===== src/design/gbn_pkg.sv =====
// Package for the go-back-N sender: event codes, result flag group,
// configuration indexes, reset values and fixed field widths. No dependencies.
package gbn_pkg;

    localparam int SIZE_W    = 10;  // segment size and segment limit width
    localparam int WIN_W     = 10;  // window and in-flight counter width
    localparam int DUP_W     = 2;   // duplicate ACK counter width
    localparam int CFG_IDX_W = 2;   // configuration register index width
    localparam int OUT_USER_W = 3;  // result flags carried in tuser

    // Bit positions of the result flags in the output tuser.
    localparam int USER_SEND_VALID    = 0;
    localparam int USER_WENT_BACK     = 1;
    localparam int USER_TRANSFER_DONE = 2;

    localparam logic [DUP_W-1:0]  DUP_LIMIT      = 2'd3;
    localparam logic [WIN_W-1:0]  INFLIGHT_MAX   = '1;
    localparam logic [WIN_W-1:0]  RST_WINDOW     = 10'd4;
    localparam logic [SIZE_W-1:0] RST_SEG_LIMIT  = 10'd994;

    typedef enum logic [1:0] {
        OP_SEND    = 2'd0,
        OP_ACK     = 2'd1,
        OP_TIMEOUT = 2'd2
    } t_opcode;

    typedef enum logic [CFG_IDX_W-1:0] {
        CFG_WINDOW       = 2'd0,
        CFG_TRANSFER_LEN = 2'd1,
        CFG_SEG_LIMIT    = 2'd2
    } t_cfg_index;

    typedef struct packed {
        logic send_valid;
        logic seg_final;
        logic went_back;
        logic transfer_done;
    } t_flags;

endpackage


===== src/design/gbn_cfg_regs.sv =====
// Configuration registers of the go-back-N sender (window, length, max payload).
// Depends on gbn_pkg for register indexes and reset values.
module gbn_cfg_regs
    import gbn_pkg::*;
#(
    parameter int OFFSET_WIDTH = 28
) (
    input  logic                    i_clk,
    input  logic                    i_rst_n,
    input  logic                    i_wr,
    input  logic [CFG_IDX_W-1:0]    i_index,
    input  logic [OFFSET_WIDTH-1:0] i_data,
    output logic [WIN_W-1:0]        o_window,
    output logic [OFFSET_WIDTH-1:0] o_length,
    output logic [SIZE_W-1:0]       o_seg_limit
);

    logic [WIN_W-1:0]        r_window;
    logic [OFFSET_WIDTH-1:0] r_length;
    logic [SIZE_W-1:0]       r_seg_limit;

    always_ff @(posedge i_clk) begin
        if (!i_rst_n) begin
            r_window    <= RST_WINDOW;
            r_length    <= '0;
            r_seg_limit <= RST_SEG_LIMIT;
        end else if (i_wr) begin
            unique case (t_cfg_index'(i_index))
                CFG_WINDOW:       r_window    <= i_data[WIN_W-1:0];
                CFG_TRANSFER_LEN: r_length    <= i_data;
                CFG_SEG_LIMIT:    r_seg_limit <= i_data[SIZE_W-1:0];
                default: ;  // Writes to unused indexes are dropped.
            endcase
        end
    end

    assign o_window    = r_window;
    assign o_length    = r_length;
    assign o_seg_limit = r_seg_limit;

endmodule


===== src/design/gbn_in_stage.sv =====
// Input register of the go-back-N sender: holds one event until the core takes it.
// Depends on gbn_pkg for the event code type.
module gbn_in_stage
    import gbn_pkg::*;
#(
    parameter int OFFSET_WIDTH = 28
) (
    input  logic                    i_clk,
    input  logic                    i_rst_n,
    input  logic                    i_valid,
    input  t_opcode                 i_op,
    input  logic [OFFSET_WIDTH-1:0] i_ack,
    input  logic                    i_advance,
    output logic                    o_ready,
    output logic                    o_valid,
    output t_opcode                 o_op,
    output logic [OFFSET_WIDTH-1:0] o_ack
);

    logic                    r_valid;
    t_opcode                 r_op;
    logic [OFFSET_WIDTH-1:0] r_ack;

    // The register frees up in the same cycle that the core consumes it.
    assign o_ready = !r_valid || i_advance;

    always_ff @(posedge i_clk) begin
        if (!i_rst_n) begin
            r_valid <= 1'b0;
        end else if (i_valid && o_ready) begin
            r_valid <= 1'b1;
        end else if (i_advance) begin
            r_valid <= 1'b0;
        end
    end

    always_ff @(posedge i_clk) begin
        if (i_valid && o_ready) begin
            r_op  <= i_op;
            r_ack <= i_ack;
        end
    end

    assign o_valid = r_valid;
    assign o_op    = r_op;
    assign o_ack   = r_ack;

endmodule


===== src/design/gbn_core.sv =====
// Sender state and per-event update of the go-back-N sender.
// Depends on gbn_pkg for event codes, widths and the result flag struct.
module gbn_core
    import gbn_pkg::*;
#(
    parameter int OFFSET_WIDTH = 28
) (
    input  logic                    i_clk,
    input  logic                    i_rst_n,
    input  logic                    i_fire,
    input  t_opcode                 i_op,
    input  logic [OFFSET_WIDTH-1:0] i_ack,
    input  logic [WIN_W-1:0]        i_window,
    input  logic [OFFSET_WIDTH-1:0] i_length,
    input  logic [SIZE_W-1:0]       i_seg_limit,
    output t_flags                  o_flags,
    output logic [OFFSET_WIDTH-1:0] o_seg_offset,
    output logic [SIZE_W-1:0]       o_seg_size
);

    localparam int PAD_W = OFFSET_WIDTH - SIZE_W;

    logic [OFFSET_WIDTH-1:0] r_next_offset, n_next_offset;
    logic [OFFSET_WIDTH-1:0] r_acked_offset, n_acked_offset;
    logic [WIN_W-1:0]        r_in_flight, n_in_flight;
    logic [DUP_W-1:0]        r_dup_count, n_dup_count;

    logic [SIZE_W-1:0]       mp;
    logic [OFFSET_WIDTH-1:0] remaining;
    logic [SIZE_W-1:0]       size;
    logic [OFFSET_WIDTH-1:0] advanced;
    logic [DUP_W-1:0]        dup_inc;
    logic                    can_send;

    always_comb begin
        mp        = (i_seg_limit == '0) ? SIZE_W'(1) : i_seg_limit;
        remaining = i_length - r_next_offset;
        size      = (remaining < {{PAD_W{1'b0}}, mp}) ? remaining[SIZE_W-1:0] : mp;
        advanced  = r_next_offset + {{PAD_W{1'b0}}, size};
        can_send  = (r_in_flight < i_window) && (r_next_offset < i_length);
        dup_inc   = r_dup_count + DUP_W'(1);

        n_next_offset  = r_next_offset;
        n_acked_offset = r_acked_offset;
        n_in_flight    = r_in_flight;
        n_dup_count    = r_dup_count;
        o_flags        = '0;
        o_seg_offset   = '0;
        o_seg_size     = '0;

        case (i_op)
            OP_SEND: begin
                if (can_send) begin
                    o_flags.send_valid = 1'b1;
                    o_flags.seg_final  = (advanced == i_length);
                    o_seg_offset       = r_next_offset;
                    o_seg_size         = size;
                    n_next_offset      = advanced;
                    if (r_in_flight != INFLIGHT_MAX) begin
                        n_in_flight = r_in_flight + WIN_W'(1);
                    end
                end
            end
            OP_ACK: begin
                if (i_ack == r_acked_offset) begin
                    n_dup_count = dup_inc;
                    if (dup_inc == DUP_LIMIT) begin
                        n_next_offset     = r_acked_offset;
                        n_in_flight       = '0;
                        n_dup_count       = '0;
                        o_flags.went_back = 1'b1;
                    end
                end else begin
                    n_acked_offset = i_ack;
                    n_dup_count    = '0;
                    if (r_in_flight != '0) begin
                        n_in_flight = r_in_flight - WIN_W'(1);
                    end
                end
            end
            OP_TIMEOUT: begin
                n_next_offset     = r_acked_offset;
                n_in_flight       = '0;
                n_dup_count       = '0;
                o_flags.went_back = 1'b1;
            end
            default: ;  // The unused code leaves the state alone.
        endcase

        o_flags.transfer_done = (n_acked_offset == i_length);
    end

    always_ff @(posedge i_clk) begin
        if (!i_rst_n) begin
            r_next_offset  <= '0;
            r_acked_offset <= '0;
            r_in_flight    <= '0;
            r_dup_count    <= '0;
        end else if (i_fire) begin
            r_next_offset  <= n_next_offset;
            r_acked_offset <= n_acked_offset;
            r_in_flight    <= n_in_flight;
            r_dup_count    <= n_dup_count;
        end
    end

endmodule


===== src/design/gbn_out_stage.sv =====
// Result register of the go-back-N sender; holds a result until it is taken.
// Depends on gbn_pkg for the result flag struct and field widths.
module gbn_out_stage
    import gbn_pkg::*;
#(
    parameter int OFFSET_WIDTH = 28
) (
    input  logic                    i_clk,
    input  logic                    i_rst_n,
    input  logic                    i_load,
    input  t_flags                  i_flags,
    input  logic [OFFSET_WIDTH-1:0] i_seg_offset,
    input  logic [SIZE_W-1:0]       i_seg_size,
    input  logic                    i_ready,
    output logic                    o_free,
    output logic                    o_valid,
    output t_flags                  o_flags,
    output logic [OFFSET_WIDTH-1:0] o_seg_offset,
    output logic [SIZE_W-1:0]       o_seg_size
);

    logic                    r_valid;
    t_flags                  r_flags;
    logic [OFFSET_WIDTH-1:0] r_seg_offset;
    logic [SIZE_W-1:0]       r_seg_size;

    assign o_free = !r_valid || i_ready;

    always_ff @(posedge i_clk) begin
        if (!i_rst_n) begin
            r_valid <= 1'b0;
        end else if (i_load) begin
            r_valid <= 1'b1;
        end else if (i_ready) begin
            r_valid <= 1'b0;
        end
    end

    always_ff @(posedge i_clk) begin
        if (i_load) begin
            r_flags      <= i_flags;
            r_seg_offset <= i_seg_offset;
            r_seg_size   <= i_seg_size;
        end
    end

    assign o_valid      = r_valid;
    assign o_flags      = r_flags;
    assign o_seg_offset = r_seg_offset;
    assign o_seg_size   = r_seg_size;

endmodule


===== src/design/go_back_n_sender.sv =====
// Top level of the go-back-N sender.
// Depends on gbn_pkg, gbn_cfg_regs, gbn_in_stage, gbn_core and gbn_out_stage.
//
// The sender takes one event per request on the slave stream (tuser holds the event
// code: send slot, ACK or timeout; tdata holds the cumulative ACK offset) and returns
// exactly one result per event on the master stream. A send slot produces a segment
// descriptor when fewer than window_packets segments are outstanding and bytes remain;
// the third duplicate ACK or a timeout rewinds the send point to the last ACK. Events
// are accepted back to back, one per clock cycle, as long as results are taken; a
// result is presented once its event has passed from the input register through
// the state update into the result register. The sustained rate of one event per
// cycle is set by the loop through the sender state registers. The result register
// frees itself in the cycle it is taken, so a stalled output only stops new events
// once both registers hold data. The configuration port is always ready and needs
// no clearing pass after reset; write it only while no event is pending. Indexes:
// 0 window_packets, 1 transfer_length, 2 largest segment payload in bytes.
module go_back_n_sender
    import gbn_pkg::*;
#(
    parameter int OFFSET_WIDTH = 28
) (
    input  logic i_clk,
    input  logic i_rst_n,

    // Configuration write channel.
    input  logic                    i_cfg_valid,
    output logic                    o_cfg_ready,
    input  logic [CFG_IDX_W-1:0]    i_cfg_index,
    input  logic [OFFSET_WIDTH-1:0] i_cfg_data,

    // Event stream.
    input  logic s_axis_tvalid,
    output logic s_axis_tready,
    // tdata: ack_offset [OFFSET_WIDTH-1:0], zero padding above
    input  logic [((OFFSET_WIDTH+7)/8)*8-1:0] s_axis_tdata,
    // tuser: opcode [1:0]
    input  logic [1:0] s_axis_tuser,

    // Result stream.
    output logic m_axis_tvalid,
    input  logic m_axis_tready,
    // tdata: seg_offset [OFFSET_WIDTH-1:0], seg_size [OFFSET_WIDTH+9:OFFSET_WIDTH],
    //        zero padding above
    output logic [((OFFSET_WIDTH+SIZE_W+7)/8)*8-1:0] m_axis_tdata,
    // tuser: send_valid [0], went_back [1], transfer_done [2]
    output logic [OUT_USER_W-1:0] m_axis_tuser,
    // tlast: seg_final
    output logic m_axis_tlast
);

    localparam int OUT_DATA_W = ((OFFSET_WIDTH + SIZE_W + 7) / 8) * 8;
    localparam int OUT_PAD_W  = OUT_DATA_W - OFFSET_WIDTH - SIZE_W;

    logic [WIN_W-1:0]        window;
    logic [OFFSET_WIDTH-1:0] length;
    logic [SIZE_W-1:0]       seg_limit;

    logic                    ev_valid;
    t_opcode                 ev_op;
    logic [OFFSET_WIDTH-1:0] ev_ack;

    t_flags                  core_flags;
    logic [OFFSET_WIDTH-1:0] core_offset;
    logic [SIZE_W-1:0]       core_size;

    logic                    out_free;
    t_flags                  res_flags;
    logic [OFFSET_WIDTH-1:0] res_offset;
    logic [SIZE_W-1:0]       res_size;

    // The held event moves into the result register whenever that register is
    // empty or being emptied in the same cycle.
    logic advance;
    assign advance = ev_valid && out_free;

    // Configuration writes are always taken.
    assign o_cfg_ready = 1'b1;

    gbn_cfg_regs #(.OFFSET_WIDTH(OFFSET_WIDTH)) u_cfg (
        .i_clk       (i_clk),
        .i_rst_n     (i_rst_n),
        .i_wr        (i_cfg_valid),
        .i_index     (i_cfg_index),
        .i_data      (i_cfg_data),
        .o_window    (window),
        .o_length    (length),
        .o_seg_limit (seg_limit)
    );

    gbn_in_stage #(.OFFSET_WIDTH(OFFSET_WIDTH)) u_in (
        .i_clk     (i_clk),
        .i_rst_n   (i_rst_n),
        .i_valid   (s_axis_tvalid),
        .i_op      (t_opcode'(s_axis_tuser)),
        .i_ack     (s_axis_tdata[OFFSET_WIDTH-1:0]),
        .i_advance (advance),
        .o_ready   (s_axis_tready),
        .o_valid   (ev_valid),
        .o_op      (ev_op),
        .o_ack     (ev_ack)
    );

    gbn_core #(.OFFSET_WIDTH(OFFSET_WIDTH)) u_core (
        .i_clk        (i_clk),
        .i_rst_n      (i_rst_n),
        .i_fire       (advance),
        .i_op         (ev_op),
        .i_ack        (ev_ack),
        .i_window     (window),
        .i_length     (length),
        .i_seg_limit  (seg_limit),
        .o_flags      (core_flags),
        .o_seg_offset (core_offset),
        .o_seg_size   (core_size)
    );

    gbn_out_stage #(.OFFSET_WIDTH(OFFSET_WIDTH)) u_out (
        .i_clk        (i_clk),
        .i_rst_n      (i_rst_n),
        .i_load       (advance),
        .i_flags      (core_flags),
        .i_seg_offset (core_offset),
        .i_seg_size   (core_size),
        .i_ready      (m_axis_tready),
        .o_free       (out_free),
        .o_valid      (m_axis_tvalid),
        .o_flags      (res_flags),
        .o_seg_offset (res_offset),
        .o_seg_size   (res_size)
    );

    // Pack the result fields onto the master stream.
    assign m_axis_tdata = {{OUT_PAD_W{1'b0}}, res_size, res_offset};
    assign m_axis_tlast = res_flags.seg_final;

    always_comb begin
        m_axis_tuser                     = '0;
        m_axis_tuser[USER_SEND_VALID]    = res_flags.send_valid;
        m_axis_tuser[USER_WENT_BACK]     = res_flags.went_back;
        m_axis_tuser[USER_TRANSFER_DONE] = res_flags.transfer_done;
    end

endmodule


===== config.mk =====
export PLATFORM = sky130hd
export DESIGN_NAME = go_back_n_sender
export DESIGN_NICKNAME = d
export VERILOG_FILES = /design/src/design/gbn_pkg.sv /design/src/design/gbn_cfg_regs.sv /design/src/design/gbn_in_stage.sv /design/src/design/gbn_core.sv /design/src/design/gbn_out_stage.sv /design/src/design/go_back_n_sender.sv
export SDC_FILE = /design/constraint.sdc
export NUM_CORES = 1
export LEC_CHECK = 0
export ABC_AREA = 1
export ABC_CLOCK_PERIOD_IN_PS = 5700
export BUFFER_PORTS_ARGS = -buffer_cell sky130_fd_sc_hd__buf_4
export CELL_PAD_IN_SITES_DETAIL_PLACEMENT = 0
export CELL_PAD_IN_SITES_GLOBAL_PLACEMENT = 1
export CORE_MARGIN = 4
export CORE_UTILIZATION = 44
export CTS_BUF_LIST = sky130_fd_sc_hd__clkbuf_8 sky130_fd_sc_hd__clkbuf_16
export CTS_CLUSTER_DIAMETER = 100
export DETAILED_ROUTE_END_ITERATION = 6
export PLACE_DENSITY = 0.84
export SYNTH_ARGS = -nofsm -noshare
export SYNTH_HDL_FRONTEND = slang
export SYNTH_SLANG_ARGS = --single-unit

===== constraint.sdc =====
create_clock -name i_clk -period 5.7 [get_ports i_clk]
set_input_delay 0.57 -clock i_clk [delete_from_list [all_inputs] [get_ports i_clk]]
set_output_delay 0.57 -clock i_clk [all_outputs]
set_load 0.01 [all_outputs]

## Yosys cells after proc, flatten, opt, wreduce, memory -nomap -nowiden

Index checks and enable logic that the tools add are counted.

| storage, ports and cells | value |
|---|---|
| flip-flop bits (word level) | 190 |
| input port bits | 69 |
| output and inout port bits | 47 |
| word-level logic and storage cells | 87 |

| operators by class | value |
|---|---|
| $add $sub $neg | 5 |
| order comparisons | 3 |
| eq/ne operators | 15 |
| multiplexer cells | 25 |
| reduce and logical (&&, ||, !) cells | 22 |

Operators by type and width:

| kind | count |
|---|---|
| $mux 28 | 5 |
| $eq 28x28->1 | 3 |
| $pmux 28 s3 | 1 |
| $mux 10 | 7 |
| $pmux 10 s3 | 1 |
| $add 28x10->28 | 1 |
| $lt 28x10->1 | 1 |
| $lt 28x28->1 | 1 |
| $sub 28x28->28 | 1 |
| $add 10x1->10 const B | 1 |
| $logic_not 10->1 | 1 |
| $lt 10x10->1 | 1 |
| $ne 10x10->1 const B | 1 |
| $reduce_and 2->1 | 5 |
| $reduce_bool 10->1 | 1 |
| $sub 10x1->10 const B | 1 |
| $ne 2x1->1 const B | 4 |
| $eq 2x2->1 const B | 3 |
| $mux 1 | 6 |
| $mux 2 | 3 |
| $reduce_and 6->1 | 1 |
| $reduce_bool 2->1 | 3 |
| $reduce_and 5->1 | 1 |
| $eq 2x1->1 const B | 2 |
| other kinds (10) | 15 |

## Depth between registers and ports, before layout

Gate-level depths: netlist of run 1.

| logic depth | value |
|---|---|
| depth in word-level cells | 7 |
| depth in mapped cells | 40 |
| mapped depth without buffers | 40 |

## Hierarchy

A second synthesis of run 1 with hierarchy kept.

| unflattened totals | value |
|---|---|
| cell total of the unflattened synthesis | 2,062 |
| area total of the unflattened synthesis | 13,495.4 um2 |

Modules (own cells, without submodules):

| module | instances | cells an instance | area each (um2) | seq. area each (um2) |
|---|---|---|---|---|
| gbn_core | 1 | 1,672 | 9,192.6 | 1,361.3 |
| gbn_cfg_regs | 1 | 298 | 2,005.7 | 960.9 |
| gbn_out_stage | 1 | 48 | 1,307.5 | 1,281.2 |
| gbn_in_stage | 1 | 37 | 952.2 | 920.9 |
| go_back_n_sender | 1 | 7 | 37.5 | 0.0 |

## Worst setup path after synthesis of run 1

Ideal clock, no wire load.

| path | value |
|---|---|
| path kind | register -> register |
| start | register u_cfg.r_length[0] (netlist: u_cfg.o_length[0]) |
| end | register u_out.r_flags, in the netlist u_out.o_flags[2] (data pin) |
| library setup time | 0.252 ns |
| data arrival time | 4.276 ns |
| required time | 5.448 ns |
| path slack | 1.172 ns |
| cell stages (with the launch flop) | 37 |
| path buffers | 1 |
| period minus slack after synthesis | 4.528 ns |
| path through | dfxtp_1 > inv_1 > ha_1 > inv_1 > fa_1 > nand2_1 > nand3_1 > and2_1 > xor2_1 > ha_1 > a21oi_1 > o21a_1 > o2111ai_1 > nor2_2 > clkbuf_4 > nand4_1 > nand2_1 > inv_1 > ha_1 > inv_1 > fa_1 > inv_1 > nand3_1 > nand2_1 > nand2_1 > nand2_1 > nand2_1 > nand2_2 > nand2_1 > o21ai_1 > nand2_1 > nand2_1 > nand2_1 > nand2_1 > nor2_1 > nand3_1 > nor2_1 |

| between the ends | value |
|---|---|
| longest elaborated chain between the ends | 5 |
| elaborated cells between the ends (all ways) | 8 |
| classes of those cells | 2 x add/sub; 2 x order compare; 1 x eq/ne; 1 x mux; 2 x reduce/logical |

Ends and longest elaborated chain:

| item | RTL line | text |
|---|---|---|
| start, declared | gbn_cfg_regs.sv:19 | `logic [OFFSET_WIDTH-1:0] r_length;` |
| start signal, assigned | gbn_cfg_regs.sv:30 | `CFG_TRANSFER_LEN: r_length <= i_data;` |
| $sub 28x28->28 * | gbn_core.sv:37 | `remaining = i_length - r_next_offset;` |
| $lt 28x10->1 | gbn_core.sv:38 | `size = (remaining < {{PAD_W{1'b0}}, mp}) ? remaining[SIZE_W-1:0] : mp;` |
| $mux 10 * | gbn_core.sv:38 |  |
| net u_core.size[0] | gbn_core.sv:30 | `logic [SIZE_W-1:0] size;` |
| $add 28x10->28 * | gbn_core.sv:39 | `advanced = r_next_offset + {{PAD_W{1'b0}}, size};` |
| $eq 28x28->1 * | gbn_core.sv:55 | `o_flags.seg_final = (advanced == i_length);` |
| end signal, assigned | gbn_out_stage.sv:41 | `r_flags <= i_flags;` |
| end, declared | gbn_out_stage.sv:23 | `t_flags r_flags;` |

The timed path passes the listed nets; every way through them passes the cells marked *.
A chain may end at the register's enable or synchronous reset.

## Final worst setup path of run 1

| path | value |
|---|---|
| start | register u_core.r_next_offset[2] |
| end | register u_out.r_flags, in the netlist u_out.o_flags[2] (data pin) |

| between the ends | value |
|---|---|
| longest elaborated chain between the ends | 5 |
| elaborated cells between the ends (all ways) | 8 |
| classes of those cells | 2 x add/sub; 2 x order compare; 1 x eq/ne; 1 x mux; 2 x reduce/logical |

Ends and longest elaborated chain:

| item | RTL line | text |
|---|---|---|
| start, declared | gbn_core.sv:23 | `logic [OFFSET_WIDTH-1:0] r_next_offset, n_next_offset;` |
| start signal, assigned | gbn_core.sv:100 | `r_next_offset <= n_next_offset;` |
| $sub 28x28->28 | gbn_core.sv:37 |  |
| $lt 28x10->1 | gbn_core.sv:38 |  |
| $mux 10 | gbn_core.sv:38 |  |
| net u_core.size[0] | gbn_core.sv:30 |  |
| $add 28x10->28 | gbn_core.sv:39 |  |
| $eq 28x28->1 | gbn_core.sv:55 |  |

The timed path passes the listed nets, and every way through them passes these cells.

==> results of run 1 <==
stage by stage:
stage	worst slack, ns	instance area [sq um]	cells	hold slack, ns	util
after floorplan	1.17	12900	1886	0.435	-
after global placement	0.266	14100	2346	0.453	0.489
after detailed placement	0.178	14100	2346	0.464	0.489
after CTS	0.167	14700	2378	0.276	0.510
after global routing	0.00321	14800	2379	0.273	0.513
final	0.486	14800	2379	0.287	0.513
timing repair:
action	CTS	global route
setup endpoints to repair	0	8
setup buffers	0	1
endpoints found under the hold margin	0	0
resized for setup	0	22
hold buffers	0	0
final timing paths:
kind                                              start           endpoint  cells after the start
worst max-delay path            u_core.r_next_offset[2]   u_out.o_flags[2]                     39
worst min-delay path                    s_axis_tuser[0]       u_in.o_op[0]                      1
worst max register to register  u_core.r_next_offset[2]   u_out.o_flags[2]                     39
worst min register to register        u_cfg.o_window[3]  u_cfg.o_window[3]                      2
report_power, final:
part / total, mW / switching (mW) / leakage [nW] / internal (mW)
clock network: 1.23 / 0.629 / 0.291 / 0.605
registers: 1.55 / 0.0708 / 1.66 / 1.48
logic: 1.11 / 0.718 / 4.94 / 0.397
total: 3.90 / 1.42 / 6.89 / 2.49
cell usage in the layout (no fill, tap or decap), types with 10 or more instances in the layout:
cell type                   instances
sky130_fd_sc_hd__nor3_1            15
sky130_fd_sc_hd__nand3_1          101
sky130_fd_sc_hd__o211ai_1          10
sky130_fd_sc_hd__dfxtp_1          117
sky130_fd_sc_hd__a31oi_1           20
sky130_fd_sc_hd__nand2_2           11
sky130_fd_sc_hd__nor2_2            13
sky130_fd_sc_hd__a21oi_1          114
sky130_fd_sc_hd__o21ai_1           15
sky130_fd_sc_hd__xor2_1            42
sky130_fd_sc_hd__xnor2_1           29
sky130_fd_sc_hd__ha_1              59
sky130_fd_sc_hd__inv_1            258
sky130_fd_sc_hd__nand4_1           33
sky130_fd_sc_hd__buf_4            131
sky130_fd_sc_hd__clkbuf_16         17
sky130_fd_sc_hd__inv_2             12
sky130_fd_sc_hd__edfxtp_1          72
sky130_fd_sc_hd__o21ai_0          125
sky130_fd_sc_hd__nand2_1          545
sky130_fd_sc_hd__nor2_1           162
routing by layer:
metal	up-vias	GRT usage	share of wire
met3	42	0.0342	0.059
met5	-	0	0
met4	0	0.0667	0.020
met1	5577	0.340	0.49
li1	6278	-	-
met2	387	0.345	0.43
cell families after synthesis:
family / synth area share
adders and majority gates: 0.0640
DFF: 0.350
muxes: 0.000774
other: 0.000581
and+or+nand+nor: 0.305
buffers and inverters: 0.101
xor gates and xnor gates: 0.0568
AOI/OAI and AO/OA: 0.123
state kept, by name, summed over array words and instances (netlist names), 10 cells and up:
signal	flops
u_core.r_acked_offset	28
u_out.o_seg_offset	28
u_out.o_seg_size	10
u_core.r_next_offset	28
u_cfg.o_seg_limit	10
u_in.o_ack	28
u_cfg.o_window	10
u_cfg.o_length	28
u_core.r_in_flight	10
critical path, delay by kind of cell, from the launching register on:
kind            cells  cell delay [ns]
buf+inv             7             0.53
xor+xnor            1             0.14
simple gates       24             2.27
compound gates      3             0.53
fa+ha+maj           4             1.25
flops               1             0.36
final cells by class:
type                       instances  area (sq um)
inverter                         272          1020
timing repair buffer             131           983
tap                              384           480
multi-input combinational       1370          7190
clock buffer                      18           439
sequential                       190          4530
fill                            2947         14100
clock inverter                    14           161
==> out/results.txt, run 1 <==
The flow ran to the end, and the final reports show no timing, DRC or antenna violations. The maximum resistive drop on vdd was 0.184 mV; the total power consumption of the routed design was 3.90 mW. The primary flip-flop cell chosen by synthesis mapping was sky130_fd_sc_hd__dfxtp_1.

For the normalized max-slew margin, the log shows 0.282. Number of global-route vias before repair: 11200. After detailed routing, the number of remaining DRC violations is 0. The number of cell rows is 62. Data on the critical path arrives at its endpoint at 5.51 ns. The logs give 32200 sq um for the overall die area and 0.929 for the placer congestion estimate. Number of vias in the routed layout: 12300. The number of different library cells used by synthesis comes to 55. The static leakage came out at 6.89 nW. The initial antenna violation count is 0, and the final critical-path share of the clock period is 0.915. The setup path with the least slack is of type reg -> reg. CTS built an H-tree with a depth of 4.

After synthesis the cells add up to 12900 sq um. The global-route usage over all layers is 0.229. TritonCTS built the clock tree.

For the number of placed I/O pins, the log shows 116. The sequential share of the synthesized area is 0.350, and the clock tree buffer depth is 2. The proportion of layout cells with a drive suffix above 1 was 0.115.

The worst path needs 5.21 ns of the cycle, external delays included. The first global-routing pass estimated 59.7 mm of wire. For the max-slew violation count, the log shows 0. The width of the die was 179 um; the area inside the core boundary was 28900 sq um. The initial core utilization was 0.448. The cell type contributing the most total cell area after synthesis was sky130_fd_sc_hd__dfxtp_1. Relative area change from synthesis to final layout: 14.4%. The number of enable flip-flop cells after synthesis was 72; the maximum cell stage delay along the critical path was 0.41 ns. Port buffering added 108 buffers. Setup repair after global routing left no endpoint under its margin. Clock-pin slew was measured on the worst setup and hold paths at 0.08 ns. Synthesis inferred 190 register bits. After synthesis, the cell types taking the most area are sky130_fd_sc_hd__dfxtp_1 18%, sky130_fd_sc_hd__edfxtp_1 17%, sky130_fd_sc_hd__nand2_1 16%, sky130_fd_sc_hd__inv_1 7.5%, sky130_fd_sc_hd__ha_1 6.1%. The synthesized area per cell works out to 6.86 sq um.

The run gives 0.45 ns as the insertion delay of the later-clocked pin in the worst-skew pair. The slack of the worst reg-to-reg path came out at 0.49 ns. Counting instances in the post-synthesis netlist gives the leading cell types as 548 x sky130_fd_sc_hd__nand2_1, 259 x sky130_fd_sc_hd__inv_1, 165 x sky130_fd_sc_hd__nor2_1. Count of nets after finishing: 2116. The tools report the kind of end point of the critical path as a flop. In the final routed layout, each cell accounts on average for 16.2 um. Half-perimeter wire length after placement: 29.9 mm. After detailed routing, the number of vias per cell comes to 5.16.

In the synthesized netlist, the number of instances is 1885. Among the stages of the critical path, the cell type that occurs most often is sky130_fd_sc_hd__nand2_1. Entering global routing, the biggest net connects 97 pins.

After global routing the overflow that remains totals 0. For the clock sink count, the log shows 190. Buffers inserted during clock tree synthesis total 17.

Yosys instantiated no cell more often than sky130_fd_sc_hd__nand2_1. Timing would allow up to 192 MHz. In this run the remaining antenna-violating nets after routing total 0. For the pin with the worst max-slew slack, the measured transition is 1.08 ns. The async set-or-reset flop fraction in the synthesized netlist is 0. The count of max-cap constraint violations is 0. The fraction of post-synthesis cell area in the top cell type by area is 0.183. Measured along the y axis, the die boundary spans 179 um. The power per standard cell area is 264 nW/um^2. The cell at the slowest stage of the critical path is sky130_fd_sc_hd__fa_1. Setup TNS after final layout: 0 ns. For the final count of hold timing violations, the log shows 0. STA classifies the critical path startpoint as a flop. In this run the worst hold path is classified as in -> reg.

After the first detailed-routing iteration, the DRC count stood at 996. The run gives 5 as the first-pass iteration count of the detailed router. 0 antenna diodes ended up in the layout.

Along the worst path, the maximum fanout reaches 7. The logs give 6.00 ns for the required time of the critical path and 0 for the count of warnings emitted by yosys. The routed design has 38.5 mm of wire.

Library cell used as clock root buffer: sky130_fd_sc_hd__clkbuf_16. Clock skew on the completed layout was measured at 0.0109 ns. Setup violations remaining at the end of the flow were counted as 0.
Note: power is estimated with default switching activity, not from simulation.
==> run 2: changes to the inputs <==
Settings changed: ABC_AREA 1 to not set, CORE_UTILIZATION 44 to 46.
==> out/results.txt, run 2 <==
The flow ran to the end, but the final reports show violations. The checks that failed: setup timing. The largest fanout on the critical path came out at 8 (+1).

The logs give 0.190 mV (+3.5%) for the maximum resistive drop on vdd and 0 (unchanged) for the count of inserted antenna diode cells. The run gives 26400 sq um (-8.7%) as the area inside the core boundary. By area the synthesized netlist is led by sky130_fd_sc_hd__dfxtp_1 19%, sky130_fd_sc_hd__edfxtp_1 17%, sky130_fd_sc_hd__nand2_1 7.0%, sky130_fd_sc_hd__a21oi_1 6.4%, sky130_fd_sc_hd__ha_1 6.3%. The share of cell area taken by muxes after synthesis was 0.0371 (+0.0364); the async set-or-reset flop fraction in the synthesized netlist was 0 (unchanged).

The run gives 12400 sq um (-3.9%) as the netlist area before placement. The post-detailed-route DRC marker count is 0 (unchanged). The logs give 1890 (-11%) for the count of nets after finishing and 19.4 mm (+17%) for the wire length on met2. The switching power is 1.29 mW (-9.3%). The overall die area is 29700 sq um (-7.7%). The final critical-path share of the clock period came out at 1.07 (+0.158). The number of levels in the clock H-tree is 4 (unchanged). Counting instances in the post-synthesis netlist gives the leading cell types as 233 x sky130_fd_sc_hd__nand2_1, 160 x sky130_fd_sc_hd__a21oi_1, 118 x sky130_fd_sc_hd__dfxtp_1. Final critical delay including setup and external delays: 6.11 ns (+0.900 ns). The tools report the relative contribution of sequential cells to total power as 0.394 (-0.004).

The most common cell after layout, fill and taps aside was sky130_fd_sc_hd__buf_4. The tools report the number of global-route vias before repair as 11500 (+3.1%). Of all cell types, the one taking the most synthesized area is sky130_fd_sc_hd__dfxtp_1. The count of antenna-violating nets left after detailed routing is 0 (unchanged), and the slew at the pin closest to its max-slew limit is 1.23 ns (+0.157 ns).

The xor-xnor portion of the synthesized cell area is 0.0824 (+0.0256), and the total power consumption of the routed design is 3.83 mW (-1.9%). The highest signal layer in the routed design was met4. The first-pass GRT wire length is 65.7 mm (+10%), and the number of vias in the routed layout is 12200 (-0.42%).

The cell-internal power was 2.54 mW (+2.3%); the power per standard cell area was 234 nW/um^2 (-11%). The number of placed I/O pins was 116 (unchanged). The number of I/O port buffers was 108 (unchanged); the via density per instance was 5.81 (+13%). The worst setup path is launched from a flop. The primary flip-flop cell chosen by synthesis mapping was sky130_fd_sc_hd__dfxtp_1. The proportion of layout cells with a drive suffix above 1 was 0.275 (+0.160); the clock tree buffer depth was 2 (unchanged). The iteration-0 DRC count of the detailed router is 1211 (+22%). The compound-cell area share of the yosys netlist came out at 0.196 (+0.0731). The worst setup path is captured at a flop. The logs give 0.956 (+2.9%) for the placer congestion estimate and 19.9 mm (+5.3%) for the post-route met1 wirelength.

The post-synthesis share of cell area spent on full adders, half adders and majority gates was 0.0666 (+0.00258). For the pin count of the biggest net entering global routing, the log shows 72 (-26%). The area taken by flip-flops and latches was 4530 sq um (about the same). The final-layout fill cell count was 2308 (-22%). For the count of max-cap constraint violations, the log shows 0 (unchanged). The dominant combinational cell family by area after synthesis was simple AND/OR/NAND/NOR gates. The tools report the relative contribution of the clock network to total power as 0.330 (+0.014). The count of state elements after synthesis works out to 190 (unchanged). TritonCTS built the clock tree. The tools report the number of cell rows as 59 (-4.8%). The clock-pin transition on the worst setup and hold timing paths is 0.10 ns (+0.02 ns). Count of warnings emitted by yosys: 0 (unchanged).

The worst hold path belongs to the class in -> reg. The relative area change from synthesis to final layout works out to 31.3%. The final count of hold timing violations was 0 (unchanged). The overall die height was 172 um (-3.9%); the required time of the critical path was 5.95 ns (-0.05 ns). Among the stages of the critical path, the cell type that occurs most often is sky130_fd_sc_hd__ha_1. The number of enable flip-flop cells after synthesis works out to 72 (unchanged).

The upper clock frequency limit was 164 MHz (-15%); the setup violation total in the final timing report was 8 (+8). sky130_fd_sc_hd__nand2_1 is the most common cell in the netlist. The number of stages on the worst hold path was 1 (unchanged); the final setup slack of the worst path was -0.415 ns (-0.900 ns). The tools report the number of CTS-inserted buffers as 17 (unchanged). The post-layout utilization of the core is 0.619 (+0.107), and the max-slew violation count is 0 (unchanged).

The tools report the half-perimeter wire length after placement as 32.9 mm (+10%). Setup repair after global routing could not meet its margin everywhere. The synthesized instance count is 1490 (-21%). Initial core utilization: 0.472 (+0.0235). The run gives 79 (+44%) as the unique cell type count in the Yosys netlist.

The static leakage is 6.80 nW (-1.3%), and the synthesized area per cell is 8.34 sq um (+22%). The post-detailed-routing wire length came out at 43.1 mm (+12%). Sequential share of the synthesized area: 0.364 (+0.0141). The simple-gate area share of the yosys netlist came out at 0.200 (-0.105). The total overflow reported by the global router was 0 (unchanged); the proportion of power drawn by combinational gates was 0.276 (-0.010). The worst endpoint data arrival time is 6.37 ns (+0.86 ns), and the clock sink count is 190 (unchanged). The root buffer cell chosen for the clock tree is sky130_fd_sc_hd__clkbuf_16. The initial antenna violation count came out at 0 (unchanged).

The number of cells on the worst reg-to-reg path is 29 (-26%), and the worst-case hold slack is 0.292 ns (+0.00525 ns). The library cells used most frequently in the layout, excluding fill and tap cells, are 315 x sky130_fd_sc_hd__buf_4, 227 x sky130_fd_sc_hd__nand2_1, 148 x sky130_fd_sc_hd__a21oi_1, 116 x sky130_fd_sc_hd__dfxtp_1, 73 x sky130_fd_sc_hd__inv_1. The clock skew after layout was 0.0221 ns (+0.0112 ns). The maximum cell stage delay along the critical path was 0.38 ns (-0.03 ns).

The width of the die is 172 um (-3.9%). The global-route usage over all layers was 0.286 (+0.0569). Cell at the slowest stage of the critical path: sky130_fd_sc_hd__mux2_2. The run gives 16300 sq um (+10%) as the post-layout instance area. The setup path with the least slack is of type reg -> reg. Fraction of post-synthesis cell area in the top cell type by area: 0.190 (+0.00737).

The run gives 0.45 ns (about the same) as the insertion delay of the later-clocked pin in the worst-skew pair. The normalized max-slew margin is 0.178 (-0.104). The switching share of power is 0.336 (-0.0273), and the setup TNS after final layout is -0.994 ns (-0.994 ns). The wire length on met3 was 2.76 mm (+21%); the post-detailed-placement cell area was 15000 sq um (+6.5%). The area of the multi-input gates came out at 7880 sq um (+9.7%).

The first-pass iteration count of the detailed router was 7 (+2); the average routed wire per standard cell was 20.5 um (+27%).
[run 2: changes by cell type after synthesis, moves of 18 or more]
cell	delta
sky130_fd_sc_hd__nand3_1	-59
sky130_fd_sc_hd__nor4_1	+18
sky130_fd_sc_hd__xor2_1	+26
sky130_fd_sc_hd__a21oi_1	+46
sky130_fd_sc_hd__inv_1	-182
sky130_fd_sc_hd__nand2_1	-315
sky130_fd_sc_hd__and3_1	+19
sky130_fd_sc_hd__nor2_1	-91
sky130_fd_sc_hd__mux2i_1	+32
sky130_fd_sc_hd__and2_1	+32
sky130_fd_sc_hd__o21ai_0	-83
sky130_fd_sc_hd__clkbuf_1	+32
[run 2: cell type report]
| type | instances | area share |
|---|---|---|
| Sequential cell | 190 | 0.277 |
| Tap cell | 335 | 0.0257 |
| Timing Repair Buffer | 334 | 0.159 |
| Clock inverter | 15 | 0.0116 |
| Inverter | 78 | 0.0181 |
| Multi-Input combinational cell | 1135 | 0.483 |
| Clock buffer | 17 | 0.0261 |
[run 2: cell families (layout without fill, tap and decap cells)]
family / after synthesis / in the layout
compound gates: 381 / 381
xor+xnor: 117 / 117
fa+ha+maj: 65 / 65
buf+inv: 166 / 444
flops: 190 / 190
mux: 44 / 44
other cells: 2 / 3
simple gates: 525 / 525
[run 2: worst paths after layout]
path | start | endpoint | slack (ns)
setup / recovery | u_core.r_next_offset[1] | u_out.o_flags[2] | -0.41
hold / removal | s_axis_tdata[24] | u_in.o_ack[24] | 0.29
setup reg to reg | u_core.r_next_offset[1] | u_out.o_flags[2] | -0.41
hold reg to reg | u_cfg.o_seg_limit[0] | u_cfg.o_seg_limit[0] | 0.49
[run 2: power groups by stage]
stage | logic [mW] | registers (mW) | clock network [mW]
5_1_grt | 1.15 | 1.51 | 1.33
6_report | 1.06 | 1.51 | 1.26
4_1_cts | 1.00 | 1.50 | 1.27
3_5_place_dp | 0.971 | 1.54 | 0
2_1_floorplan | 0.556 | 1.53 | 0
3_3_place_gp | 0.968 | 1.53 | 0
[run 2: stage by stage]
step / instances / setup slack, ns
after floorplan: 1491 / -0.129
after global placement: 2054 / -0.621
after detailed placement: 2054 / -0.708
after CTS: 2093 / -0.277
after global routing: 2104 / -0.803
final: 2104 / -0.415
[run 2: worst max-delay path: cells and delay by family, from the launching register on]
kind / cells / cell delay, ns
AND/OR/NAND/NOR: 12 / 2.40
AO/OA/AOI/OAI: 7 / 1.13
adder cells (fa/ha/maj): 3 / 0.91
buffers and inverters: 4 / 0.50
multiplexers: 1 / 0.38
flip-flops: 1 / 0.33
XOR/XNOR: 2 / 0.29
[run 2: routing by layer]
layer	vias up	global-route usage
li1	5869	-
met2	490	0.440
met5	-	0
met3	57	0.0341
met4	0	0.0742
met1	5816	0.426
[run 2: timing repair]
action / CTS / global route
gates cloned: 0 / 0
gates resized for setup: 28 / 87
hold endpoints to repair: 0 / 0
pin swaps: 29 / 24
endpoints found under the setup margin: 24 / 25
hold buffers: 0 / 0
setup buffers: 7 / 11
